$ cat src/hw/rtl/list_pkg.sv
// shared types and constants for the labelled interval segment table
`timescale 1ns / 1ps
package list_pkg;

  localparam int MAX_SEG = 32;
  localparam int IDX_W   = 5;
  localparam int CNT_W   = 6;
  localparam int POS_W   = 32;
  localparam int LAB_W   = 31;
  localparam int ANC_W   = 18;

  // ancestry = label / 10000 as (label * ANC_MUL) >> ANC_SHIFT, exact for 31-bit labels
  localparam int ANC_SHIFT = 44;
  localparam logic [31:0] ANC_MUL = 32'd1759218605;

  typedef enum logic [2:0] {
    FN_CLEAR   = 3'd0,
    FN_APPEND  = 3'd1,
    FN_LOCATE  = 3'd2,
    FN_READ    = 3'd3,
    FN_MERGE   = 3'd4,
    FN_EXTRACT = 3'd5
  } func_t;

  typedef enum logic [2:0] {
    ERR_OK       = 3'd0,
    ERR_FULL     = 3'd1,
    ERR_OVERFLOW = 3'd2,
    ERR_EMPTY    = 3'd3,
    ERR_RANGE    = 3'd4
  } err_t;

  typedef enum logic [2:0] {
    ST_IDLE,
    ST_SCAN,
    ST_EVAL,
    ST_EMIT,
    ST_MERGE,
    ST_AP_Q,
    ST_AP_WR
  } state_t;

  // one table entry: ancestry, label and end position
  typedef struct packed {
    logic [ANC_W-1:0] anc;
    logic [LAB_W-1:0] lab;
    logic [POS_W-1:0] pend;
  } entry_t;

endpackage

$ cat src/hw/rtl/labelled_interval_segment_table.sv
// labelled interval segment table: sequencer, entry memory and output register
// clear and error results are registered from the idle state; append passes through ST_AP_Q and ST_AP_WR;
// read streams entries out; locate and extract scan, evaluate, then emit, one piece per cycle; merge walks every entry
// one operation at a time, busy stays high while the table walk runs
// the walk over the entry memory makes one registered read per cycle
// reset (synchronous, rst_n low) empties the table; results cannot be stalled
`timescale 1ns / 1ps
module labelled_interval_segment_table import list_pkg::*; (
  input  logic             clk,
  input  logic             rst_n,
  input  logic             start,
  output logic             busy,
  input  logic [2:0]       in_func,
  input  logic [POS_W-1:0] in_pos_a,
  input  logic [POS_W-1:0] in_pos_b,
  input  logic [LAB_W-1:0] in_label,
  input  logic [IDX_W-1:0] in_index,
  output logic             out_valid,
  output logic [POS_W-1:0] out_seg_start,
  output logic [POS_W-1:0] out_seg_end,
  output logic [LAB_W-1:0] out_seg_label,
  output logic [IDX_W-1:0] out_seg_index,
  output logic [CNT_W-1:0] out_seg_count,
  output logic             out_last,
  output logic [2:0]       out_error
);

  state_t state_r, state_nxt;

  // table state
  entry_t           mem [MAX_SEG];
  entry_t           rd_r;
  logic [CNT_W-1:0] count_r, count_nxt;
  logic [POS_W-1:0] first_start_r, first_start_nxt;
  logic [POS_W-1:0] last_end_r, last_end_nxt;

  // operation registers
  func_t            func_r, func_nxt;
  logic [POS_W-1:0] a_r, a_nxt, b_r, b_nxt;
  logic [LAB_W-1:0] lab_r, lab_nxt;
  logic [ANC_W-1:0] q_r, q_nxt;

  // walk control
  logic [CNT_W-1:0] ra_r, ra_nxt;
  logic             dv_r, dv_nxt;
  logic [IDX_W-1:0] da_r, da_nxt;
  logic [CNT_W-1:0] cnt_a_r, cnt_a_nxt, cnt_b_r, cnt_b_nxt;
  logic             found_r, found_nxt, eq_r, eq_nxt;
  logic [IDX_W-1:0] lo_r, lo_nxt, hi_r, hi_nxt;
  logic             clip_r, clip_nxt;
  logic [POS_W-1:0] prev_end_r, prev_end_nxt;
  logic [IDX_W-1:0] w_r, w_nxt;
  logic [ANC_W-1:0] wq_r, wq_nxt;
  logic [LAB_W-1:0] wlab_r, wlab_nxt;

  // memory write port
  logic             we;
  logic [IDX_W-1:0] wa;
  entry_t           wd;

  // output register
  logic             ov_r, ov_nxt;
  logic [POS_W-1:0] os_r, os_nxt, oe_r, oe_nxt;
  logic [LAB_W-1:0] ol_r, ol_nxt;
  logic [IDX_W-1:0] oi_r, oi_nxt;
  logic [CNT_W-1:0] oc_r, oc_nxt;
  logic             olast_r, olast_nxt;
  err_t             oerr_r, oerr_nxt;

  // helpers
  logic [CNT_W-1:0] cnt_m1;
  logic             accept;
  logic             data_done;
  logic [POS_W:0]   ap_sum;
  logic [POS_W-1:0] ap_len;
  logic [62:0]      prod;
  logic [CNT_W-1:0] si, ei;
  logic [IDX_W-1:0] rd_base;
  logic [IDX_W-1:0] first_rd;

  assign cnt_m1    = count_r - CNT_W'(1);
  assign accept    = start && (state_r == ST_IDLE);
  assign busy      = (state_r != ST_IDLE);
  assign data_done = dv_r && ({1'b0, da_r} == cnt_m1);
  assign ap_len    = in_pos_b - in_pos_a;
  assign ap_sum    = {1'b0, last_end_r} + {1'b0, ap_len};
  assign prod      = {32'd0, lab_r} * {31'd0, ANC_MUL};
  assign si        = cnt_a_r + CNT_W'(eq_r);
  assign ei        = cnt_b_r;
  // unclipped reads start one entry early to pick up the segment start
  assign rd_base   = (state_r == ST_IDLE) ? in_index : cnt_a_r[IDX_W-1:0];
  assign first_rd  = (rd_base != '0) ? rd_base - IDX_W'(1) : rd_base;

  // next state
  always_comb begin
    state_nxt = state_r;
    unique case (state_r)
      ST_IDLE: begin
        if (start) begin
          unique case (in_func)
            FN_APPEND: begin
              if (count_r < CNT_W'(MAX_SEG) && in_pos_b >= in_pos_a &&
                  (count_r == '0 || !ap_sum[POS_W])) begin
                state_nxt = ST_AP_Q;
              end
            end
            FN_LOCATE: if (count_r != '0) state_nxt = ST_SCAN;
            FN_READ: begin
              if (count_r != '0 && {1'b0, in_index} < count_r) state_nxt = ST_EMIT;
            end
            FN_MERGE: if (count_r != '0) state_nxt = ST_MERGE;
            FN_EXTRACT: begin
              if (count_r != '0 && in_pos_a < in_pos_b && in_pos_a >= first_start_r &&
                  in_pos_b <= last_end_r) begin
                state_nxt = ST_SCAN;
              end
            end
            default: state_nxt = ST_IDLE;
          endcase
        end
      end
      ST_SCAN:  if (data_done) state_nxt = ST_EVAL;
      ST_EVAL: begin
        if (func_r == FN_LOCATE) begin
          state_nxt = ST_EMIT;
        end else if (si >= count_r || ei >= count_r || si > ei) begin
          state_nxt = ST_IDLE;
        end else begin
          state_nxt = ST_EMIT;
        end
      end
      ST_EMIT:  if (dv_r && da_r == hi_r) state_nxt = ST_IDLE;
      ST_MERGE: if (data_done) state_nxt = ST_IDLE;
      ST_AP_Q:  state_nxt = ST_AP_WR;
      ST_AP_WR: state_nxt = ST_IDLE;
      default:  state_nxt = ST_IDLE;
    endcase
  end

  // datapath and outputs
  always_comb begin
    count_nxt       = count_r;
    first_start_nxt = first_start_r;
    last_end_nxt    = last_end_r;
    func_nxt        = func_r;
    a_nxt           = a_r;
    b_nxt           = b_r;
    lab_nxt         = lab_r;
    q_nxt           = q_r;
    ra_nxt          = ra_r;
    dv_nxt          = 1'b0;
    da_nxt          = ra_r[IDX_W-1:0];
    cnt_a_nxt       = cnt_a_r;
    cnt_b_nxt       = cnt_b_r;
    found_nxt       = found_r;
    eq_nxt          = eq_r;
    lo_nxt          = lo_r;
    hi_nxt          = hi_r;
    clip_nxt        = clip_r;
    prev_end_nxt    = prev_end_r;
    w_nxt           = w_r;
    wq_nxt          = wq_r;
    wlab_nxt        = wlab_r;
    we              = 1'b0;
    wa              = w_r;
    wd              = '{anc: wq_r, lab: wlab_r, pend: rd_r.pend};
    ov_nxt          = 1'b0;
    os_nxt          = '0;
    oe_nxt          = '0;
    ol_nxt          = '0;
    oi_nxt          = '0;
    oc_nxt          = count_r;
    olast_nxt       = 1'b1;
    oerr_nxt        = ERR_OK;

    unique case (state_r)
      ST_IDLE: begin
        if (accept) begin
          func_nxt  = func_t'(in_func);
          a_nxt     = in_pos_a;
          b_nxt     = in_pos_b;
          lab_nxt   = in_label;
          ra_nxt    = '0;
          cnt_a_nxt = '0;
          cnt_b_nxt = '0;
          found_nxt = 1'b0;
          eq_nxt    = 1'b0;
          w_nxt     = '0;
          ov_nxt    = 1'b1;
          unique case (in_func)
            FN_CLEAR: begin
              count_nxt       = '0;
              first_start_nxt = '0;
              oc_nxt          = '0;
            end
            FN_APPEND: begin
              if (count_r >= CNT_W'(MAX_SEG)) begin
                oerr_nxt = ERR_FULL;
              end else if (in_pos_b < in_pos_a) begin
                oerr_nxt = ERR_RANGE;
              end else if (count_r == '0) begin
                ov_nxt          = 1'b0;
                first_start_nxt = in_pos_a;
              end else if (ap_sum[POS_W]) begin
                oerr_nxt = ERR_OVERFLOW;
              end else begin
                ov_nxt = 1'b0;
                a_nxt  = last_end_r;
                b_nxt  = ap_sum[POS_W-1:0];
              end
            end
            FN_LOCATE, FN_MERGE: begin
              if (count_r == '0) oerr_nxt = ERR_EMPTY;
              else ov_nxt = 1'b0;
            end
            FN_READ: begin
              if (count_r == '0) begin
                oerr_nxt = ERR_EMPTY;
              end else if ({1'b0, in_index} >= count_r) begin
                oerr_nxt = ERR_RANGE;
              end else begin
                ov_nxt   = 1'b0;
                lo_nxt   = in_index;
                hi_nxt   = in_index;
                clip_nxt = 1'b0;
                ra_nxt   = {1'b0, first_rd};
              end
            end
            FN_EXTRACT: begin
              if (count_r == '0) begin
                oerr_nxt = ERR_EMPTY;
              end else if (!(in_pos_a < in_pos_b && in_pos_a >= first_start_r &&
                             in_pos_b <= last_end_r)) begin
                oerr_nxt = ERR_RANGE;
              end else begin
                ov_nxt = 1'b0;
              end
            end
            default: oerr_nxt = ERR_RANGE;
          endcase
        end
      end

      // walk all ends, counting interior breaks below both positions
      ST_SCAN: begin
        if (ra_r < count_r) begin
          ra_nxt = ra_r + CNT_W'(1);
          dv_nxt = 1'b1;
        end
        if (dv_r) begin
          if ({1'b0, da_r} < cnt_m1) begin
            if (rd_r.pend < a_r) cnt_a_nxt = cnt_a_r + CNT_W'(1);
            if (rd_r.pend < b_r) cnt_b_nxt = cnt_b_r + CNT_W'(1);
          end
          if (!found_r && rd_r.pend >= a_r) begin
            found_nxt = 1'b1;
            eq_nxt    = (rd_r.pend == a_r);
          end
        end
      end

      // choose the run of segments to read back, or report a range error
      ST_EVAL: begin
        if (func_r == FN_LOCATE) begin
          lo_nxt   = cnt_a_r[IDX_W-1:0];
          hi_nxt   = cnt_a_r[IDX_W-1:0];
          clip_nxt = 1'b0;
          ra_nxt   = {1'b0, first_rd};
        end else if (si >= count_r || ei >= count_r || si > ei) begin
          ov_nxt   = 1'b1;
          oerr_nxt = ERR_RANGE;
        end else begin
          lo_nxt   = si[IDX_W-1:0];
          hi_nxt   = ei[IDX_W-1:0];
          clip_nxt = 1'b1;
          ra_nxt   = si;
        end
      end

      // stream entries lo..hi out, one piece per cycle
      ST_EMIT: begin
        if (ra_r <= {1'b0, hi_r}) begin
          ra_nxt = ra_r + CNT_W'(1);
          dv_nxt = 1'b1;
        end
        if (dv_r) begin
          prev_end_nxt = rd_r.pend;
          if (da_r >= lo_r) begin
            ov_nxt    = 1'b1;
            olast_nxt = (da_r == hi_r);
            ol_nxt    = rd_r.lab;
            oi_nxt    = da_r;
            if (da_r == lo_r) begin
              if (clip_r)          os_nxt = a_r;
              else if (lo_r == '0) os_nxt = first_start_r;
              else                 os_nxt = prev_end_r;
            end else begin
              os_nxt = prev_end_r;
            end
            oe_nxt = (da_r == hi_r && clip_r) ? b_r : rd_r.pend;
          end
        end
      end

      // fuse neighbours with the same ancestry, compacting in place
      ST_MERGE: begin
        if (ra_r < count_r) begin
          ra_nxt = ra_r + CNT_W'(1);
          dv_nxt = 1'b1;
        end
        if (dv_r) begin
          if (da_r == '0) begin
            wq_nxt   = rd_r.anc;
            wlab_nxt = rd_r.lab;
            w_nxt    = '0;
          end else if (rd_r.anc == wq_r) begin
            we = 1'b1;
          end else begin
            we       = 1'b1;
            wa       = w_r + IDX_W'(1);
            wd       = rd_r;
            w_nxt    = w_r + IDX_W'(1);
            wq_nxt   = rd_r.anc;
            wlab_nxt = rd_r.lab;
          end
          if (data_done) begin
            count_nxt = {1'b0, w_nxt} + CNT_W'(1);
            ov_nxt    = 1'b1;
            oc_nxt    = {1'b0, w_nxt} + CNT_W'(1);
          end
        end
      end

      ST_AP_Q: q_nxt = prod[ANC_SHIFT+ANC_W-1:ANC_SHIFT];

      // store the new segment and report it
      ST_AP_WR: begin
        we           = 1'b1;
        wa           = count_r[IDX_W-1:0];
        wd           = '{anc: q_r, lab: lab_r, pend: b_r};
        count_nxt    = count_r + CNT_W'(1);
        last_end_nxt = b_r;
        ov_nxt       = 1'b1;
        os_nxt       = a_r;
        oe_nxt       = b_r;
        ol_nxt       = lab_r;
        oi_nxt       = count_r[IDX_W-1:0];
        oc_nxt       = count_r + CNT_W'(1);
      end

      default: ;
    endcase
  end

  // entry memory, registered read
  always_ff @(posedge clk) begin
    if (we) mem[wa] <= wd;
    rd_r <= mem[ra_r[IDX_W-1:0]];
  end

  // control registers
  always_ff @(posedge clk) begin
    if (!rst_n) begin
      state_r       <= ST_IDLE;
      count_r       <= '0;
      first_start_r <= '0;
      dv_r          <= 1'b0;
      ra_r          <= '0;
      ov_r          <= 1'b0;
    end else begin
      state_r       <= state_nxt;
      count_r       <= count_nxt;
      first_start_r <= first_start_nxt;
      dv_r          <= dv_nxt;
      ra_r          <= ra_nxt;
      ov_r          <= ov_nxt;
    end
  end

  // payload registers
  always_ff @(posedge clk) begin
    last_end_r <= last_end_nxt;
    func_r     <= func_nxt;
    a_r        <= a_nxt;
    b_r        <= b_nxt;
    lab_r      <= lab_nxt;
    q_r        <= q_nxt;
    da_r       <= da_nxt;
    cnt_a_r    <= cnt_a_nxt;
    cnt_b_r    <= cnt_b_nxt;
    found_r    <= found_nxt;
    eq_r       <= eq_nxt;
    lo_r       <= lo_nxt;
    hi_r       <= hi_nxt;
    clip_r     <= clip_nxt;
    prev_end_r <= prev_end_nxt;
    w_r        <= w_nxt;
    wq_r       <= wq_nxt;
    wlab_r     <= wlab_nxt;
    os_r       <= os_nxt;
    oe_r       <= oe_nxt;
    ol_r       <= ol_nxt;
    oi_r       <= oi_nxt;
    oc_r       <= oc_nxt;
    olast_r    <= olast_nxt;
    oerr_r     <= oerr_nxt;
  end

  // result ports
  assign out_valid     = ov_r;
  assign out_seg_start = os_r;
  assign out_seg_end   = oe_r;
  assign out_seg_label = ol_r;
  assign out_seg_index = oi_r;
  assign out_seg_count = oc_r;
  assign out_last      = olast_r;
  assign out_error     = oerr_r;

endmodule
$ cat config.mk
export PLATFORM = sky130hd
export DESIGN_NAME = labelled_interval_segment_table
export DESIGN_NICKNAME = d
export VERILOG_FILES = /design/src/hw/rtl/list_pkg.sv /design/src/hw/rtl/labelled_interval_segment_table.sv
export SDC_FILE = /design/constraint.sdc
export NUM_CORES = 2
export LEC_CHECK = 0
export BUFFER_PORTS_ARGS = -buffer_cell sky130_fd_sc_hd__buf_2
export CAP_MARGIN = 20
export CORE_ASPECT_RATIO = 1.4
export CORE_UTILIZATION = 57
export CTS_CLUSTER_DIAMETER = 80
export DETAILED_ROUTE_END_ITERATION = 12
export HOLD_SLACK_MARGIN = 0.03
export PLACE_DENSITY_LB_ADDON = 0.12
export SLEW_MARGIN = 10
export SYNTH_ARGS = -nofsm -noshare
export SYNTH_HDL_FRONTEND = slang
export SYNTH_SLANG_ARGS = --single-unit
$ cat constraint.sdc
create_clock -name clk -period 9.69 [get_ports clk]
set_clock_uncertainty 0.15 [all_clocks]
set_input_delay 0 -clock clk [delete_from_list [all_inputs] [get_ports clk]]
set_output_delay 0 -clock clk [all_outputs]
set_load 0.02 [all_outputs]
==> results.py <==
metrics = {
    "die": {
        "floorplan.initialDensity": 0.5750,
        "die-area_um2": 247500,
        "core_area_um2": 243400,
        "ios": 218,
        "die_y_um": 588.3,
        "rows": 214,
        "die_x_um": 420.8,
    },
    "detailed_routing": {
        "firstDrtPassIters": 7,
        "drc": 0,
        "drtIter0Drc": 9286,
        "wl_um": 391000,
        "postRouteAntennaNets": 0,
        "wl_per_cell_um": 32.61,
        "route.vias.total": 77710,
        "viasPerCell": 6.480,
    },
    "logic_synthesis": {
        "synth-compound-area-share": 0.04505,
        "synth-edff-count": 2851,
        "synth_cell_type_count": 83,
        "synth_top_area_share": 0.6118,
        "synth.area.top_cells": "edfxtp_1 61%, mux4_2 13%, fa_1 5.6%",
        "ys_warn_count": 0,
        "syn-cell-area_um2": 139900,
        "synthAdderAreaFrac": 0.1109,
        "ys_async_sr_fraction": 0,
        "synth-xor-area-share": 0.009692,
        "synth_cells": 7788,
        "syn_area_per_cell_um2": 17.97,
        "synth_top_family_by_area": "multiplexers",
        "synth_flop_cell": "edfxtp_1",
        "ys_seq_area_frac": 0.6468,
        "synth_fp_nets": 8902,
        "ys_seq_elements": 3096,
        "synth_top_area_cell": "edfxtp_1",
        "synth_simple_gate_area_frac": 0.02513,
        "synthMuxAreaShare": 0.1378,
    },
    "setup_path": {
        "crit_path_start": "lab_r[12]$_DFFE_PP_",
        "crit_path_end": "q_r[6]$_DFFE_PN_",
        "crit_required_ns": 10.14,
        "reg2reg_to": "q_r[6]$_DFFE_PN_",
        "endpoint_kind": "flip-flop",
        "path_max_fanout": 12,
        "start_kind": "flip-flop",
        "reg2reg_depth": 22,
        "worstSetupPathType": "reg2reg",
        "reg2reg_slack_ns": 1.19,
        "r2r-start": "lab_r[12]$_DFFE_PP_",
        "crit_arrival_ns": 8.95,
    },
    "timing": {
        "timing.slew.headroom": 0.2196,
        "rsz0062_at_grt": "no",
        "hold_viol_final": 0,
        "finalCritPeriodShare": 0.8774,
        "setup_violations": 0,
        "hold_ws_ns": 0.1217,
        "fmax_mhz": 117.6,
        "worst_pin_slew_ns": 1.168,
        "timing.setup.tns_ns": 0,
        "finalCriticalPeriod_ns": 8.502,
        "drv_slew": 0,
    },
    "clock_tree": {
        "clk_pin_slew_ns": 0.06,
        "htreeDepth": 5,
        "tritoncts": "done",
        "cts.sinks": 3096,
        "clockBufferDepth": 4,
        "clock_latency_ns": 0.87,
        "cts_root_buffer": "clkbuf_16",
        "cts_buffers": 299,
    },
    "run": {
        "cap_violations": 0,
    },
    "global_route": {
        "grt_pass1_wl_um": 560100,
        "grt_max_degree": 120,
        "grt_use_total": 0.3194,
        "grt_overflow": 0,
        "grt_antenna_before_repair": 17,
        "grt_pass1_vias": 79030,
    },
    "layout": {
        "synthToLayoutAreaGrowth_pct": 13.69,
        "mostFrequentLayoutCells": "2,851 x edfxtp_1, 810 x mux4_2, 620 x ha_1",
        "drive_above_1_share": 0.2187,
        "fin_util": 0.6537,
        "final_common_cell": "edfxtp_1",
        "final_cells": 11990,
        "nets": 9615,
    },
    "place": {
        "place.port_buffers": 217,
        "dp_cells": 11110,
        "gp_congestion": 0.9390,
        "hpwl_um": 231700,
    },
    "outcome": {
        "status": "finished, final reports clean",
    },
    "min_path": {
        "min_path_type": "in2reg",
    },
}
## per-stage QoR
| stage | setup slack, ns | cell area [um^2] |
|---|---|---|
| finish | 1.188 | 159100 |
| global route | 0.9462 | 159100 |
| CTS | 1.247 | 158400 |
| detailed placement | 1.327 | 146000 |
| global placement | 1.296 | 145900 |
| floorplan | 2.480 | 139900 |
## worst max-delay path: stages, from the launching register on
cell	delay, ns
edfxtp_1	1.08
fa_1	0.57
ha_1	0.34
inv_1	0.09
fa_1	0.47
fa_1	0.45
inv_1	0.08
fa_1	0.43
fa_1	0.46
fa_1	0.55
fa_1	0.43
ha_1	0.34
a21o_1	0.19
a21o_1	0.17
a21o_1	0.17
a21o_1	0.18
a221o_1	0.33
a41oi_1	0.42
o31ai_1	0.18
a221o_1	0.34
a311oi_2	0.48
o21ai_1	0.16
xor2_1	0.16
## metal layers
metal / up-vias / track usage / routed length [um]
met5: - / 0 / 47
met4: 8 / 0.1031 / 13600
met3: 652 / 0.04719 / 33410
met2: 3877 / 0.5183 / 191300
met1: 41160 / 0.4490 / 152700
li1: 32010 / - / -
## cell usage after synthesis (9+ instances only)
cell type,number
nor2_1,159
buf_1,52
buf_2,14
fa_1,388
o21a_1,23
xnor2_1,91
nand2b_1,38
a21o_1,109
mux2_2,85
inv_1,592
a211oi_1,14
edfxtp_1,2851
dfxtp_1,245
o21ai_1,10
nor3_1,33
a21oi_1,188
a221oi_1,9
o211ai_1,14
nand4_1,48
or2_2,14
nand3_1,76
xor2_1,62
a22o_1,55
o22a_1,32
and3_1,21
o21ai_0,275
o21bai_1,11
a22oi_1,102
nand2_1,256
nor2b_1,36
a31oi_1,16
ha_1,620
o22ai_1,69
clkbuf_1,237
and2_1,18
mux4_2,810
## registers in the layout, indices dropped and copies added, names as in the netlist, 32 cells and up
name           flops
mem             2592
rd_r              81
a_r               32
b_r               32
first_start_r     32
last_end_r        32
out_seg_end       32
out_seg_start     32
prev_end_r        32
## cell type report
cell class	count	area [um^2]
flip-flops and latches	3096	90540
inverters	596	2245
clock buffers	424	8561
repair buffers	722	6082
fillers	16430	84290
clock inverters	118	989.7
multi-input cells	3786	46610
well taps	3240	4054
diodes	10	25.02
## logic make-up after synthesis
family | after synthesis
flops | 3096
fa+ha+maj | 1008
compound gates | 983
buf+inv | 906
mux | 903
simple gates | 738
xor+xnor | 154
## repair_timing
| item | in CTS | in global routing |
|---|---|---|
| hold buffers | 287 | 0 |
| gates resized for setup | 0 | 0 |
| endpoints found under the hold margin | 196 | 0 |
| buffers inserted | 0 | 0 |
## worst min path at each step
stage,start,to,slack [ns],depth (start not counted)
2_1_floorplan,in_func[0],func_r[0]$_DFFE_PP_,-0.05,0
3_3_place_gp,in_label[27],lab_r[27]$_DFFE_PP_,0.03,1
3_5_place_dp,in_label[21],lab_r[21]$_DFFE_PP_,0.03,1
4_1_cts,in_func[0],out_error[0]$_DFF_P_,0.06,5
5_1_grt,in_func[0],out_error[0]$_DFF_P_,0.13,5
6_report,in_func[0],out_error[0]$_DFF_P_,0.12,5
Power is not shown: default switching activity piles up to over one toggle a cycle in this logic, so the estimate is an artifact.
